==> src/rtl/core/bvm_pkg.sv <==
// Package for the battery voltage monitor: constants, register codes and stage types.
`default_nettype none
package bvm_pkg;

    localparam int RAW_W  = 12;
    localparam int MV_W   = 13;
    localparam int PCT_W  = 7;
    localparam int ACC_W  = 16;
    localparam int CFG_W  = 13;
    localparam int ADDR_W = 2;
    localparam int X_W    = 24;

    localparam int SMOOTH_SHIFT_DEF = 3;

    localparam logic [RAW_W-1:0] ADC_FULL = 12'd4095;
    localparam logic [RAW_W-1:0] ADC_HALF = 12'd2047;
    localparam logic [RAW_W-1:0] REF_MV   = 12'd3300;

    localparam logic [MV_W-1:0] MV_MAX       = 13'h1FFF;
    localparam logic [MV_W-1:0] SOC_FULL_MV  = 13'd4100;
    localparam logic [MV_W-1:0] SOC_75_MV    = 13'd3950;
    localparam logic [MV_W-1:0] SOC_50_MV    = 13'd3750;
    localparam logic [MV_W-1:0] SOC_25_MV    = 13'd3550;
    localparam logic [MV_W-1:0] SOC_EMPTY_MV = 13'd3350;

    localparam logic [PCT_W-1:0] PCT_MAX = 7'd100;
    localparam logic [PCT_W-1:0] PCT_75  = 7'd75;
    localparam logic [PCT_W-1:0] PCT_50  = 7'd50;
    localparam logic [PCT_W-1:0] PCT_25  = 7'd25;
    localparam logic [PCT_W-1:0] PCT_0   = 7'd0;

    localparam logic [CFG_W-1:0] LOW_ASSERT_RST  = 13'd3450;
    localparam logic [CFG_W-1:0] LOW_RELEASE_RST = 13'd3550;
    localparam logic [CFG_W-1:0] CRIT_ASSERT_RST = 13'd3350;
    localparam logic [CFG_W-1:0] CRIT_RELEASE_RST = 13'd3450;

    typedef enum logic [ADDR_W-1:0] {
        CFG_LOW_ASSERT   = 2'd0,
        CFG_LOW_RELEASE  = 2'd1,
        CFG_CRIT_ASSERT  = 2'd2,
        CFG_CRIT_RELEASE = 2'd3
    } t_cfg_idx;

    // scaled sample with uncorrected quotient
    typedef struct packed {
        logic             valid;
        logic             ok;
        logic             chg;
        logic [RAW_W-1:0] raw;
        logic [X_W-1:0]   x;
        logic [RAW_W-1:0] q0;
    } t_scale;

    // filtered sample
    typedef struct packed {
        logic             valid;
        logic             ok;
        logic             chg;
        logic [RAW_W-1:0] raw;
        logic [MV_W-1:0]  filt;
    } t_filt;

endpackage
`default_nettype wire

==> src/rtl/core/battery_voltage_monitor.sv <==
// Battery voltage monitor top level: stream ports, config port and pipeline stall control.
// One item per cycle sustained while the result output is not stalled by i_m_tready.
// Pipeline: input register, scaling, filter update, status/result register.
// The whole pipeline advances together; a stalled result holds every stage.
// Reset (synchronous, active low) empties the pipeline, clears filter seed, latches
// and held values to zero and loads the threshold registers with their defaults.
`default_nettype none
module battery_voltage_monitor #(
    parameter int SMOOTH_SHIFT = bvm_pkg::SMOOTH_SHIFT_DEF
) (
    input  wire                          i_clk,
    input  wire                          i_rst_n,
    input  wire                          i_s_tvalid,
    output logic                         o_s_tready,
    input  wire  [15:0]                  i_s_tdata,   // [11:0] raw_sample, [15:12] zero
    input  wire  [1:0]                   i_s_tuser,   // [0] sample_ok, [1] charging
    output logic                         o_m_tvalid,
    input  wire                          i_m_tready,
    output logic [31:0]                  o_m_tdata,   // [11:0] last_raw, [24:12] battery_mv,
                                                      // [31:25] charge_percent
    output logic [3:0]                   o_m_tuser,   // [0] is_low, [1] is_critical,
                                                      // [2] reading_valid, [3] is_charging
    input  wire                          i_cfg_valid,
    output logic                         o_cfg_ready,
    input  wire  [bvm_pkg::ADDR_W-1:0]   i_cfg_addr,
    input  wire  [bvm_pkg::CFG_W-1:0]    i_cfg_data
);

    logic                      w_en;
    bvm_pkg::t_scale           w_scale;
    bvm_pkg::t_filt            w_filt;
    logic                      w_valid;
    logic [bvm_pkg::RAW_W-1:0] w_raw;
    logic [bvm_pkg::MV_W-1:0]  w_mv;
    logic [bvm_pkg::PCT_W-1:0] w_pct;
    logic                      w_low;
    logic                      w_crit;
    logic                      w_rd_valid;
    logic                      w_chg;

    assign w_en        = !w_valid || i_m_tready;
    assign o_s_tready  = w_en;
    assign o_cfg_ready = 1'b1;

    bvm_scale u_scale (
        .i_clk   (i_clk),
        .i_rst_n (i_rst_n),
        .i_en    (w_en),
        .i_valid (i_s_tvalid),
        .i_raw   (i_s_tdata[bvm_pkg::RAW_W-1:0]),
        .i_ok    (i_s_tuser[0]),
        .i_chg   (i_s_tuser[1]),
        .o_scale (w_scale)
    );

    bvm_filter #(
        .SMOOTH_SHIFT (SMOOTH_SHIFT)
    ) u_filter (
        .i_clk   (i_clk),
        .i_rst_n (i_rst_n),
        .i_en    (w_en),
        .i_scale (w_scale),
        .o_filt  (w_filt)
    );

    bvm_status u_status (
        .i_clk      (i_clk),
        .i_rst_n    (i_rst_n),
        .i_en       (w_en),
        .i_filt     (w_filt),
        .i_cfg_we   (i_cfg_valid),
        .i_cfg_addr (i_cfg_addr),
        .i_cfg_data (i_cfg_data),
        .o_valid    (w_valid),
        .o_raw      (w_raw),
        .o_mv       (w_mv),
        .o_pct      (w_pct),
        .o_low      (w_low),
        .o_crit     (w_crit),
        .o_rd_valid (w_rd_valid),
        .o_chg      (w_chg)
    );

    assign o_m_tvalid = w_valid;
    assign o_m_tdata  = {w_pct, w_mv, w_raw};
    assign o_m_tuser  = {w_chg, w_rd_valid, w_crit, w_low};

endmodule
`default_nettype wire

==> src/rtl/core/bvm_scale.sv <==
// Input register and converter-to-millivolt scaling with reciprocal quotient estimate.
`default_nettype none
module bvm_scale (
    input  wire                          i_clk,
    input  wire                          i_rst_n,
    input  wire                          i_en,
    input  wire                          i_valid,
    input  wire [bvm_pkg::RAW_W-1:0]     i_raw,
    input  wire                          i_ok,
    input  wire                          i_chg,
    output bvm_pkg::t_scale              o_scale
);

    logic                      r_valid;
    logic                      r_ok;
    logic                      r_chg;
    logic [bvm_pkg::RAW_W-1:0] r_raw;
    bvm_pkg::t_scale           r_scale;

    logic [bvm_pkg::X_W-1:0]   w_x;
    logic [35:0]               w_prod;

    // x / 4095 ~= x * 4097 / 2^24, low by at most one
    assign w_x    = bvm_pkg::X_W'(r_raw) * bvm_pkg::X_W'(bvm_pkg::REF_MV)
                  + bvm_pkg::X_W'(bvm_pkg::ADC_HALF);
    assign w_prod = 36'(w_x) + (36'(w_x) << 12);

    always_ff @(posedge i_clk) begin
        if (!i_rst_n) begin
            r_valid       <= 1'b0;
            r_scale.valid <= 1'b0;
        end else if (i_en) begin
            r_valid       <= i_valid;
            r_scale.valid <= r_valid;
            r_raw         <= i_raw;
            r_ok          <= i_ok;
            r_chg         <= i_chg;
            r_scale.ok    <= r_ok;
            r_scale.chg   <= r_chg;
            r_scale.raw   <= r_raw;
            r_scale.x     <= w_x;
            r_scale.q0    <= w_prod[35:24];
        end
    end

    assign o_scale = r_scale;

endmodule
`default_nettype wire

==> src/rtl/core/bvm_filter.sv <==
// Quotient correction, divider doubling and first-order IIR filter state.
`default_nettype none
module bvm_filter #(
    parameter int SMOOTH_SHIFT = bvm_pkg::SMOOTH_SHIFT_DEF
) (
    input  wire                 i_clk,
    input  wire                 i_rst_n,
    input  wire                 i_en,
    input  bvm_pkg::t_scale     i_scale,
    output bvm_pkg::t_filt      o_filt
);

    localparam int ACC_W  = bvm_pkg::ACC_W;
    localparam int SEED_W = ACC_W + SMOOTH_SHIFT;

    logic [ACC_W-1:0]          r_accum;
    logic                      r_seeded;
    bvm_pkg::t_filt            r_filt;

    logic [bvm_pkg::X_W-1:0]   w_rem;
    logic [bvm_pkg::RAW_W-1:0] w_q;
    logic [bvm_pkg::MV_W-1:0]  w_mv;
    logic [SEED_W-1:0]         w_seed;
    logic [ACC_W-1:0]          w_seed_sat;
    logic [ACC_W:0]            w_step;
    logic [ACC_W-1:0]          w_step_sat;
    logic [ACC_W-1:0]          w_accum_n;
    logic [ACC_W-1:0]          w_shr;
    logic [bvm_pkg::MV_W-1:0]  w_filt;
    logic                      w_upd;

    assign w_rem = i_scale.x - ((bvm_pkg::X_W'(i_scale.q0) << bvm_pkg::RAW_W)
                 - bvm_pkg::X_W'(i_scale.q0));
    assign w_q   = i_scale.q0
                 + bvm_pkg::RAW_W'(w_rem >= bvm_pkg::X_W'(bvm_pkg::ADC_FULL));
    assign w_mv  = {w_q, 1'b0};

    assign w_seed     = SEED_W'(w_mv) << SMOOTH_SHIFT;
    assign w_seed_sat = (w_seed[SEED_W-1:ACC_W] != '0) ? '1 : w_seed[ACC_W-1:0];

    assign w_step     = {1'b0, r_accum} - (ACC_W+1)'(r_accum >> SMOOTH_SHIFT)
                      + (ACC_W+1)'(w_mv);
    assign w_step_sat = w_step[ACC_W] ? '1 : w_step[ACC_W-1:0];

    assign w_accum_n = r_seeded ? w_step_sat : w_seed_sat;
    assign w_shr     = w_accum_n >> SMOOTH_SHIFT;
    assign w_filt    = (w_shr > ACC_W'(bvm_pkg::MV_MAX)) ? bvm_pkg::MV_MAX
                                                        : w_shr[bvm_pkg::MV_W-1:0];

    assign w_upd = i_en && i_scale.valid && i_scale.ok;

    always_ff @(posedge i_clk) begin
        if (!i_rst_n) begin
            r_seeded     <= 1'b0;
            r_accum      <= '0;
            r_filt.valid <= 1'b0;
        end else begin
            if (w_upd) begin
                r_seeded <= 1'b1;
                r_accum  <= w_accum_n;
            end
            if (i_en) begin
                r_filt.valid <= i_scale.valid;
                r_filt.ok    <= i_scale.ok;
                r_filt.chg   <= i_scale.chg;
                r_filt.raw   <= i_scale.raw;
                r_filt.filt  <= w_filt;
            end
        end
    end

    assign o_filt = r_filt;

endmodule
`default_nettype wire

==> src/rtl/core/bvm_status.sv <==
// Threshold registers, hysteresis latches, charge percent and held result register.
`default_nettype none
module bvm_status (
    input  wire                          i_clk,
    input  wire                          i_rst_n,
    input  wire                          i_en,
    input  bvm_pkg::t_filt               i_filt,
    input  wire                          i_cfg_we,
    input  wire [bvm_pkg::ADDR_W-1:0]    i_cfg_addr,
    input  wire [bvm_pkg::CFG_W-1:0]     i_cfg_data,
    output logic                         o_valid,
    output logic [bvm_pkg::RAW_W-1:0]    o_raw,
    output logic [bvm_pkg::MV_W-1:0]     o_mv,
    output logic [bvm_pkg::PCT_W-1:0]    o_pct,
    output logic                         o_low,
    output logic                         o_crit,
    output logic                         o_rd_valid,
    output logic                         o_chg
);

    logic [bvm_pkg::CFG_W-1:0] r_low_asrt;
    logic [bvm_pkg::CFG_W-1:0] r_low_rel;
    logic [bvm_pkg::CFG_W-1:0] r_crit_asrt;
    logic [bvm_pkg::CFG_W-1:0] r_crit_rel;

    logic                      r_valid;
    logic [bvm_pkg::RAW_W-1:0] r_raw;
    logic [bvm_pkg::MV_W-1:0]  r_mv;
    logic [bvm_pkg::PCT_W-1:0] r_pct;
    logic                      r_low;
    logic                      r_crit;
    logic                      r_rd_valid;
    logic                      r_chg;

    logic                      n_low;
    logic                      n_crit;
    logic [bvm_pkg::PCT_W-1:0] n_pct;
    logic [bvm_pkg::MV_W-1:0]  w_d75;
    logic [bvm_pkg::MV_W-1:0]  w_d50;
    logic [bvm_pkg::MV_W-1:0]  w_d25;
    logic [bvm_pkg::MV_W-1:0]  w_d0;
    logic [15:0]               w_d75x;

    // d / 6 as d * 171 >> 10, exact for d < 150
    assign w_d75  = i_filt.filt - bvm_pkg::SOC_75_MV;
    assign w_d75x = 16'(w_d75[7:0]) * 16'd171;
    assign w_d50  = i_filt.filt - bvm_pkg::SOC_50_MV;
    assign w_d25  = i_filt.filt - bvm_pkg::SOC_25_MV;
    assign w_d0   = i_filt.filt - bvm_pkg::SOC_EMPTY_MV;

    always_comb begin
        if (i_filt.filt >= bvm_pkg::SOC_FULL_MV) begin
            n_pct = bvm_pkg::PCT_MAX;
        end else if (i_filt.filt >= bvm_pkg::SOC_75_MV) begin
            n_pct = bvm_pkg::PCT_75 + bvm_pkg::PCT_W'(w_d75x[15:10]);
        end else if (i_filt.filt >= bvm_pkg::SOC_50_MV) begin
            n_pct = bvm_pkg::PCT_50 + bvm_pkg::PCT_W'(w_d50[7:3]);
        end else if (i_filt.filt >= bvm_pkg::SOC_25_MV) begin
            n_pct = bvm_pkg::PCT_25 + bvm_pkg::PCT_W'(w_d25[7:3]);
        end else if (i_filt.filt >= bvm_pkg::SOC_EMPTY_MV) begin
            n_pct = bvm_pkg::PCT_0 + bvm_pkg::PCT_W'(w_d0[7:3]);
        end else begin
            n_pct = bvm_pkg::PCT_0;
        end
    end

    assign n_low  = r_low  ? (i_filt.filt < r_low_rel)  : (i_filt.filt <= r_low_asrt);
    assign n_crit = r_crit ? (i_filt.filt < r_crit_rel) : (i_filt.filt <= r_crit_asrt);

    always_ff @(posedge i_clk) begin
        if (!i_rst_n) begin
            r_low_asrt  <= bvm_pkg::LOW_ASSERT_RST;
            r_low_rel   <= bvm_pkg::LOW_RELEASE_RST;
            r_crit_asrt <= bvm_pkg::CRIT_ASSERT_RST;
            r_crit_rel  <= bvm_pkg::CRIT_RELEASE_RST;
        end else if (i_cfg_we) begin
            case (bvm_pkg::t_cfg_idx'(i_cfg_addr))
                bvm_pkg::CFG_LOW_ASSERT:   r_low_asrt  <= i_cfg_data;
                bvm_pkg::CFG_LOW_RELEASE:  r_low_rel   <= i_cfg_data;
                bvm_pkg::CFG_CRIT_ASSERT:  r_crit_asrt <= i_cfg_data;
                bvm_pkg::CFG_CRIT_RELEASE: r_crit_rel  <= i_cfg_data;
                default: begin
                end
            endcase
        end
    end

    always_ff @(posedge i_clk) begin
        if (!i_rst_n) begin
            r_valid    <= 1'b0;
            r_raw      <= '0;
            r_mv       <= '0;
            r_pct      <= '0;
            r_low      <= 1'b0;
            r_crit     <= 1'b0;
            r_rd_valid <= 1'b0;
            r_chg      <= 1'b0;
        end else if (i_en) begin
            r_valid <= i_filt.valid;
            if (i_filt.valid) begin
                r_chg <= i_filt.chg;
                if (i_filt.ok) begin
                    r_raw      <= i_filt.raw;
                    r_mv       <= i_filt.filt;
                    r_pct      <= n_pct;
                    r_low      <= n_low;
                    r_crit     <= n_crit;
                    r_rd_valid <= 1'b1;
                end
            end
        end
    end

    assign o_valid    = r_valid;
    assign o_raw      = r_raw;
    assign o_mv       = r_mv;
    assign o_pct      = r_pct;
    assign o_low      = r_low;
    assign o_crit     = r_crit;
    assign o_rd_valid = r_rd_valid;
    assign o_chg      = r_chg;

endmodule
`default_nettype wire
==> config.mk <==
export PLATFORM = sky130hd
export DESIGN_NAME = battery_voltage_monitor
export DESIGN_NICKNAME = d
export VERILOG_FILES = /design/src/rtl/core/bvm_pkg.sv /design/src/rtl/core/battery_voltage_monitor.sv /design/src/rtl/core/bvm_scale.sv /design/src/rtl/core/bvm_filter.sv /design/src/rtl/core/bvm_status.sv
export SDC_FILE = /design/constraint.sdc
export NUM_CORES = 1
export LEC_CHECK = 0
export BUFFER_PORTS_ARGS = -buffer_cell sky130_fd_sc_hd__clkbuf_2
export CAP_MARGIN = 25
export CORE_ASPECT_RATIO = 1.1
export CORE_UTILIZATION = 30
export DETAILED_ROUTE_END_ITERATION = 12
export PLACE_DENSITY = 0.51
export SLEW_MARGIN = 20
export SYNTH_ARGS = -nofsm -noshare
export SYNTH_HDL_FRONTEND = slang
export SYNTH_SLANG_ARGS = --single-unit
==> constraint.sdc <==
create_clock -name i_clk -period 18.4 [get_ports i_clk]
set_input_delay 4.6 -clock i_clk [delete_from_list [all_inputs] [get_ports i_clk]]
set_output_delay 4.6 -clock i_clk [all_outputs]
set_load 0.02 [all_outputs]
==> results of run 1 <==
per-layer routing:
metal,up-vias,wire length [um]
li1,6319,-
met2,149,19300
met5,-,0
met4,0,717
met3,35,894
met1,5894,18200
cells by family after synthesis:
logic type / Yosys count
adders and majority gates: 314
other: 1
xor gates and xnor gates: 94
DFF: 198
AOI/OAI and AO/OA: 395
buffers and inverters: 304
muxes: 10
and+or+nand+nor: 473
cells in the final DEF, fill, tap and decap left out, types with 39 or more instances in the layout:
cell type	n
sky130_fd_sc_hd__fa_1	58
sky130_fd_sc_hd__xor2_1	39
sky130_fd_sc_hd__o211ai_1	41
sky130_fd_sc_hd__o21ai_0	53
sky130_fd_sc_hd__edfxtp_1	89
sky130_fd_sc_hd__nor2_1	87
sky130_fd_sc_hd__ha_1	256
sky130_fd_sc_hd__dfxtp_1	109
sky130_fd_sc_hd__xnor2_1	52
sky130_fd_sc_hd__a21oi_1	123
sky130_fd_sc_hd__inv_1	238
sky130_fd_sc_hd__nand2_1	202
sky130_fd_sc_hd__clkbuf_2	71
sky130_fd_sc_hd__a21o_1	44
final timing paths:
check                                                endpoint  slack (ns)  cells after the start
worst max register to register  u_scale.o_scale[11]$_DFFE_PP_       10.13                     28
worst min-delay path            u_filter.o_filt[22]$_DFFE_PP_        0.42                      0
worst min register to register  u_filter.o_filt[22]$_DFFE_PP_        0.42                      0
worst max-delay path                               o_s_tready        8.44                      3
metrics by stage:
step	util	area (um^2)	setup WS [ns]	instances
floorplan	-	16200	8.65	1789
global placement	0.323	17300	8.46	2533
detailed placement	0.323	17300	8.44	2533
CTS	0.334	17900	8.44	2565
global route	0.335	17900	8.40	2567
finish	0.335	17900	8.44	2567
area by class of cell:
type | count | area (um^2)
inverters | 240 | 901
multi-input cells | 1287 | 10200
clock buffers | 20 | 478
fillers | 5527 | 35600
clock inverters | 12 | 108
flip-flops and latches | 198 | 4850
well taps | 728 | 911
repair buffers | 82 | 458
sequential cells by signal, summed over array words and instances (netlist names), 7 cells and up:
signal / count
u_scale.r_raw: 12
u_filter.o_filt: 28
u_status.o_pct: 7
u_status.r_crit_rel: 13
u_status.o_mv: 13
u_scale.o_scale: 49
u_status.o_raw: 12
u_status.r_crit_asrt: 13
u_status.r_low_rel: 13
u_filter.r_accum: 16
u_status.r_low_asrt: 13
==> reports/metrics.sh, run 1 <==
SYNTH_SIMPLE_GATE_AREA_SHARE=0.139
DRT_ITER0_MARKERS=677
GRT_MOST_USED_LAYER='met2'
PATH_COMMON_CELL='sky130_fd_sc_hd__clkbuf_2'
SYNTH.MOST_COMMON_CELL='sky130_fd_sc_hd__ha_1'
NUMBER_OF_TOP_LEVEL_PINS=77
SYNTH_AREA_LEADER_CELL='sky130_fd_sc_hd__ha_1'
WORSTSKEWPAIRLATENCY_NS=0.46
GLOBAL_ROUTE.USAGE.MET1=0.182
POST_SYNTH_EDFFS=89
DRC=0
SYN_INST=1789
FINAL.SETUP.TNS_NS=0
CRITICALPATHCATEGORY='in2out'
NUMBER_OF_NETS_IN_THE_SYNTHESIZED_NETLIST=2141
ROUTE.ANTENNA.REMAINING_NETS=0
WORSTPATHCELLLIST='clkbuf_2, nand2b_1, clkbuf_2'
POST_CTS_RESIZED=0
DIE_EXTENT_IN_Y_UM=246
INITIAL_ANTENNA_VIOLATION_COUNT=0
DIE_AREA_MM2=0.0551
SYNTHXORXNORAREAFRAC=0.0521
MAX-CLOCK-PATH-BUFFERS=2
TOTAL_VIA_COUNT_AFTER_DETAILED_ROUTING=12400
FP-ROW-COUNT=89
CLOCKROOTBUFFER='sky130_fd_sc_hd__clkbuf_16'
STARTPOINT_TYPE='primary input'
AVGSYNTHCELLAREA_UM2=9.08
PERIOD_MINUS_SLACK_NS=9.96
TRITONCTS.NUM_BUFFERS=17
SLEW_HEADROOM=0.348
CTS.HTREE.LEVELS=4
CORE_AREA_MM2=0.0536
YS.WARNINGS.COUNT=0
REPORT.FINAL.SETUP_VIOL=0
SYNTH_TOP_FAMILY_BY_AREA='adder cells'
ANTENNADIODECOUNT=0
DP_HPWL_MM=30.2
GLOBAL_ROUTE.USAGE.MET3=0.0225
NUMBER_OF_SYNTHESIZED_REGISTER_BITS=198
YOSYS.AREA.TOP_TYPE_SHARE=0.197
WORST_EP_ARRIVAL_TIME_NS=5.36
WORSTPATHBUFFERINVERTERCOUNT=2
SLOWEST_STAGE='sky130_fd_sc_hd__nand2b_1'
CTS.HOLD.BUFFERS_ADDED=0
GRT_OVERFLOW_TOTAL=0
FRACTION_OF_FINAL_LAYOUT_CELLS_WITH_DRIVE_STRENGTH_GREATER_THAN_1=0.0816
GR-USAGE-ALL-LAYERS=0.145
SYNTH_COMMONEST_CELLS='256 x sky130_fd_sc_hd__ha_1, 238 x sky130_fd_sc_hd__inv_1, 202 x sky130_fd_sc_hd__nand2_1, 123 x sky130_fd_sc_hd__a21oi_1, 109 x sky130_fd_sc_hd__dfxtp_1'
RR_STARTPOINT='u_scale.r_raw[2]$_DFFE_PP_'
PATH_CLK_SLEW_NS=0.07
CRIT_PATH_START='i_m_tready'
MIN_FROM='u_scale.o_scale[45]$_DFFE_PP_'
FMAX_GHz=0.100
RUN_STATUS='complete, no violations'
POSTSYNTH.ASYNCRESETSHARE=0
FIRST_GLOBAL_VIAS=12200
POSTSYNTH.TOPFLOPCELL='sky130_fd_sc_hd__dfxtp_1'
CRIT_PATH_END_KIND='primary output'
NETLIST-CELL-TYPE-COUNT=87
DR.PASS1.ITERS=5
HOLD_WS_NS=0.421
SETUP_SKEW_AFTER_LAYOUT_NS=0.0115
CTS_TREE='built'
RSZ0062_AT_GRT='false'
WORST_HOLD_PATH_TYPE='reg2reg'
GLOBALROUTEMET2UTIL=0.257
CLOCK_TREE_SINKS=198
ROUTE.DETAILED.VIAS_PER_INST=4.83
YOSYSSEQAREASHARE=0.299
DIE_WIDTH_UM=224
DRV_CAP=0
PORT_BUFFERS=71
HOLD_VIOL=0
CRITPATHREQUIREDTIME_NS=13.80
START_UTIL=0.303
POST_SYNTH_FA_HA_MAJ_AREA_FRACTION=0.269
SYN-CELL-AREA_MM2=0.0162
GRT_START_MAX_NET_PINS=82
FINALWIRELENGTH_MM=39.1
SLEW_VIOL_FINAL=0
TIMING.CRITICAL_PATH.MAX_DELAY_FAMILY='simple AND/OR/NAND/NOR gates'
TIMING.FINAL.CRIT_SHARE=0.541
MUXSHAREOFSYNTHAREA=0.00624
CRIT_PATH_MAX_INCR_DELAY_NS=0.43
CRIT_FANOUT=13
SYNTHTOPCELLSBYAREA='sky130_fd_sc_hd__ha_1 20%, sky130_fd_sc_hd__edfxtp_1 16%, sky130_fd_sc_hd__dfxtp_1 13%, sky130_fd_sc_hd__fa_1 7.1%, sky130_fd_sc_hd__inv_1 5.5%'
SYNTH_COMPOUND_AREA_FRAC=0.163
AREA_GROWTH_PCT=10.4
POSTCTSSETUPBUFFERS=0
TIGHTEST_SLEW_NS=0.978
GRT_PASS1_WL_MM=63.5
FIN_NETS=2178
ROUTABILITYCONGESTION=0.846
WIRE_PER_INST_UM=15.2
Power of run 1 is not shown: default switching activity piles up to over one toggle a cycle in this logic, so the estimate is an artifact.
==> inputs of run 2 (changes only) <==
- PLACE_DENSITY: 0.51 -> 0.52
- clock period: 18.4 -> 8.4 ns (I/O delays scaled with it)
==> reports/metrics.sh, run 2 (synthesis gave the netlist of run 1 again) <==
FIRST_GLOBAL_VIAS=12400  # was 12200
START_UTIL=0.303  # unchanged
HOLD_VIOL=0  # unchanged
GRT_PASS1_WL_MM=63.2  # was 63.5 mm
MOSTFREQUENTLAYOUTCELL='sky130_fd_sc_hd__ha_1'  # unchanged
LAYOUT.CELLS.MOST_COMMON_LIST='256 x sky130_fd_sc_hd__ha_1, 238 x sky130_fd_sc_hd__inv_1, 202 x sky130_fd_sc_hd__nand2_1'  # unchanged
CRIT_PATH_END_KIND='flip-flop'  # was primary output
SLOWEST_STAGE='sky130_fd_sc_hd__fa_1'  # was sky130_fd_sc_hd__nand2b_1
RUN_STATUS='complete, no violations'  # unchanged
POSTCTSSETUPBUFFERS=0  # unchanged
AREA_GROWTH_PCT=10.7  # was 10.4%
FINAL.FILL_COUNT=5569  # was 5527
ANTENNADIODECOUNT=0  # unchanged
FMAX_GHz=0.128
CTS_TREE='built'  # unchanged
PATH_CLK_SLEW_NS=0.07  # about the same
FF2FF_PATH_DEPTH=28  # unchanged
WORST-PATH-STAGES=28  # was 3
PLACEMENT.SETUP.WORST_SLACK_NS=0.399  # was 8.44 ns
DR.PASS1.ITERS=4  # was 5
PERIOD_MINUS_SLACK_NS=7.79
POST_CTS_RESIZED=0  # unchanged
TIMING.CRITICAL_PATH.MAX_DELAY_FAMILY='adder cells'  # was simple AND/OR/NAND/NOR gates
REPORT.FINAL.SETUP_VIOL=0  # unchanged
SLEW_VIOL_FINAL=0  # unchanged
TRITONCTS.NUM_BUFFERS=17  # unchanged
TIGHTEST_SLEW_NS=0.830  # was 0.978 ns
DRC=0  # unchanged
MAX_REG_FLOPS=49  # unchanged
RSZ0062_AT_GRT='false'  # unchanged
WHS_PATH_DEPTH=0  # unchanged
GRT_OVERFLOW_TOTAL=0  # unchanged
DP_HPWL_MM=30.0  # was 30.2 mm
ROUTABILITYCONGESTION=0.832  # was 0.846
FINALWIRELENGTH_MM=38.6  # was 39.1 mm
TIMING.FINAL.CRIT_SHARE=0.927
PORT_BUFFERS=71  # unchanged
WORST_HOLD_PATH_TYPE='reg2reg'  # unchanged
FP-ROW-COUNT=89  # unchanged
CRIT_PATH_MAX_INCR_DELAY_NS=0.56  # was 0.43 ns
MAX-CLOCK-PATH-BUFFERS=2  # unchanged
GRT_START_MAX_NET_PINS=79  # was 82
SETUP_SKEW_AFTER_LAYOUT_NS=0.0131  # was 0.0115 ns
DIE_WIDTH_UM=224  # unchanged
FRACTION_OF_FINAL_LAYOUT_CELLS_WITH_DRIVE_STRENGTH_GREATER_THAN_1=0.0856  # was 0.0816
DIE_AREA_MM2=0.0551  # unchanged
INITIAL_ANTENNA_VIOLATION_COUNT=0  # unchanged
WORSTSKEWPAIRLATENCY_NS=0.46  # about the same
DRT_ITER0_MARKERS=680  # was 677
ROUTE.ANTENNA.REMAINING_NETS=0  # unchanged
CLOCK_TREE_SINKS=198  # unchanged
SMALLEST_SETUP_SLACK_AFTER_LAYOUT_NS=0.609  # was 8.44 ns
FINAL.SETUP.TNS_NS=0  # unchanged
WORST_EP_ARRIVAL_TIME_NS=7.99  # was 5.36 ns
LAYOUT.AREA.SEQ_MM2=0.00485  # unchanged
WORSTPATHBUFFERINVERTERCOUNT=4  # was 2
SLEW_HEADROOM=0.447  # was 0.348
CORE_AREA_MM2=0.0536  # unchanged
GR-USAGE-ALL-LAYERS=0.143  # was 0.145
CTS.HTREE.LEVELS=4  # unchanged
TOTAL_VIA_COUNT_AFTER_DETAILED_ROUTING=12600  # was 12400
CRITPATHREQUIREDTIME_NS=8.60  # was 13.80 ns
CRITICALPATHCATEGORY='reg2reg'  # was in2out
WIRE_PER_INST_UM=15.0  # was 15.2 um
DRV_CAP=0  # unchanged
CRIT_FANOUT=10  # was 13
NUMBER_OF_TOP_LEVEL_PINS=77  # unchanged
CLOCKROOTBUFFER='sky130_fd_sc_hd__clkbuf_16'  # unchanged
CTS.HOLD.BUFFERS_ADDED=0  # unchanged
STARTPOINT_TYPE='flip-flop'  # was primary input
MULTI_INPUT_GATE_AREA_MM2=0.0102  # about the same
ROUTE.DETAILED.VIAS_PER_INST=4.88  # was 4.83
FIN_NETS=2184  # was 2178
DIE_EXTENT_IN_Y_UM=246  # unchanged
## run 2: stage by stage
step	instances	cell area (um^2)	hold slack (ns)	utilization
floorplan	1789	16200	0.400	-
global placement	2539	17400	0.402	0.324
detailed placement	2539	17400	0.405	0.324
CTS	2571	17900	0.420	0.335
global route	2573	18000	0.425	0.336
finish	2573	18000	0.422	0.336
## run 2: final timing paths
| kind | start | endpoint | slack, ns |
|---|---|---|---|
| worst max-delay path | u_scale.r_raw[1]$_DFFE_PP_ | u_scale.o_scale[11]$_DFFE_PP_ | 0.61 |
| worst min-delay path | u_scale.o_scale[47]$_DFFE_PP_ | u_filter.o_filt[24]$_DFFE_PP_ | 0.42 |
| worst max register to register | u_scale.r_raw[1]$_DFFE_PP_ | u_scale.o_scale[11]$_DFFE_PP_ | 0.61 |
| worst min register to register | u_scale.o_scale[47]$_DFFE_PP_ | u_filter.o_filt[24]$_DFFE_PP_ | 0.42 |
## run 2: final cells by class
type	count	share of cell area
multi-input cells	1287	0.569
clock inverters	10	0.00501
repair buffers	88	0.0284
well taps	728	0.0507
flip-flops and latches	198	0.270
clock buffers	22	0.0264
inverters	240	0.0501
## run 2: metal layers
metal	vias to the layer above	global-route usage	wire (um)
li1	6319	-	-
met1	6041	0.180	18100
met2	157	0.251	19000
met3	36	0.0225	886
met4	0	0.0371	597
met5	-	0	0
Power of run 2 is left out for the same reason.
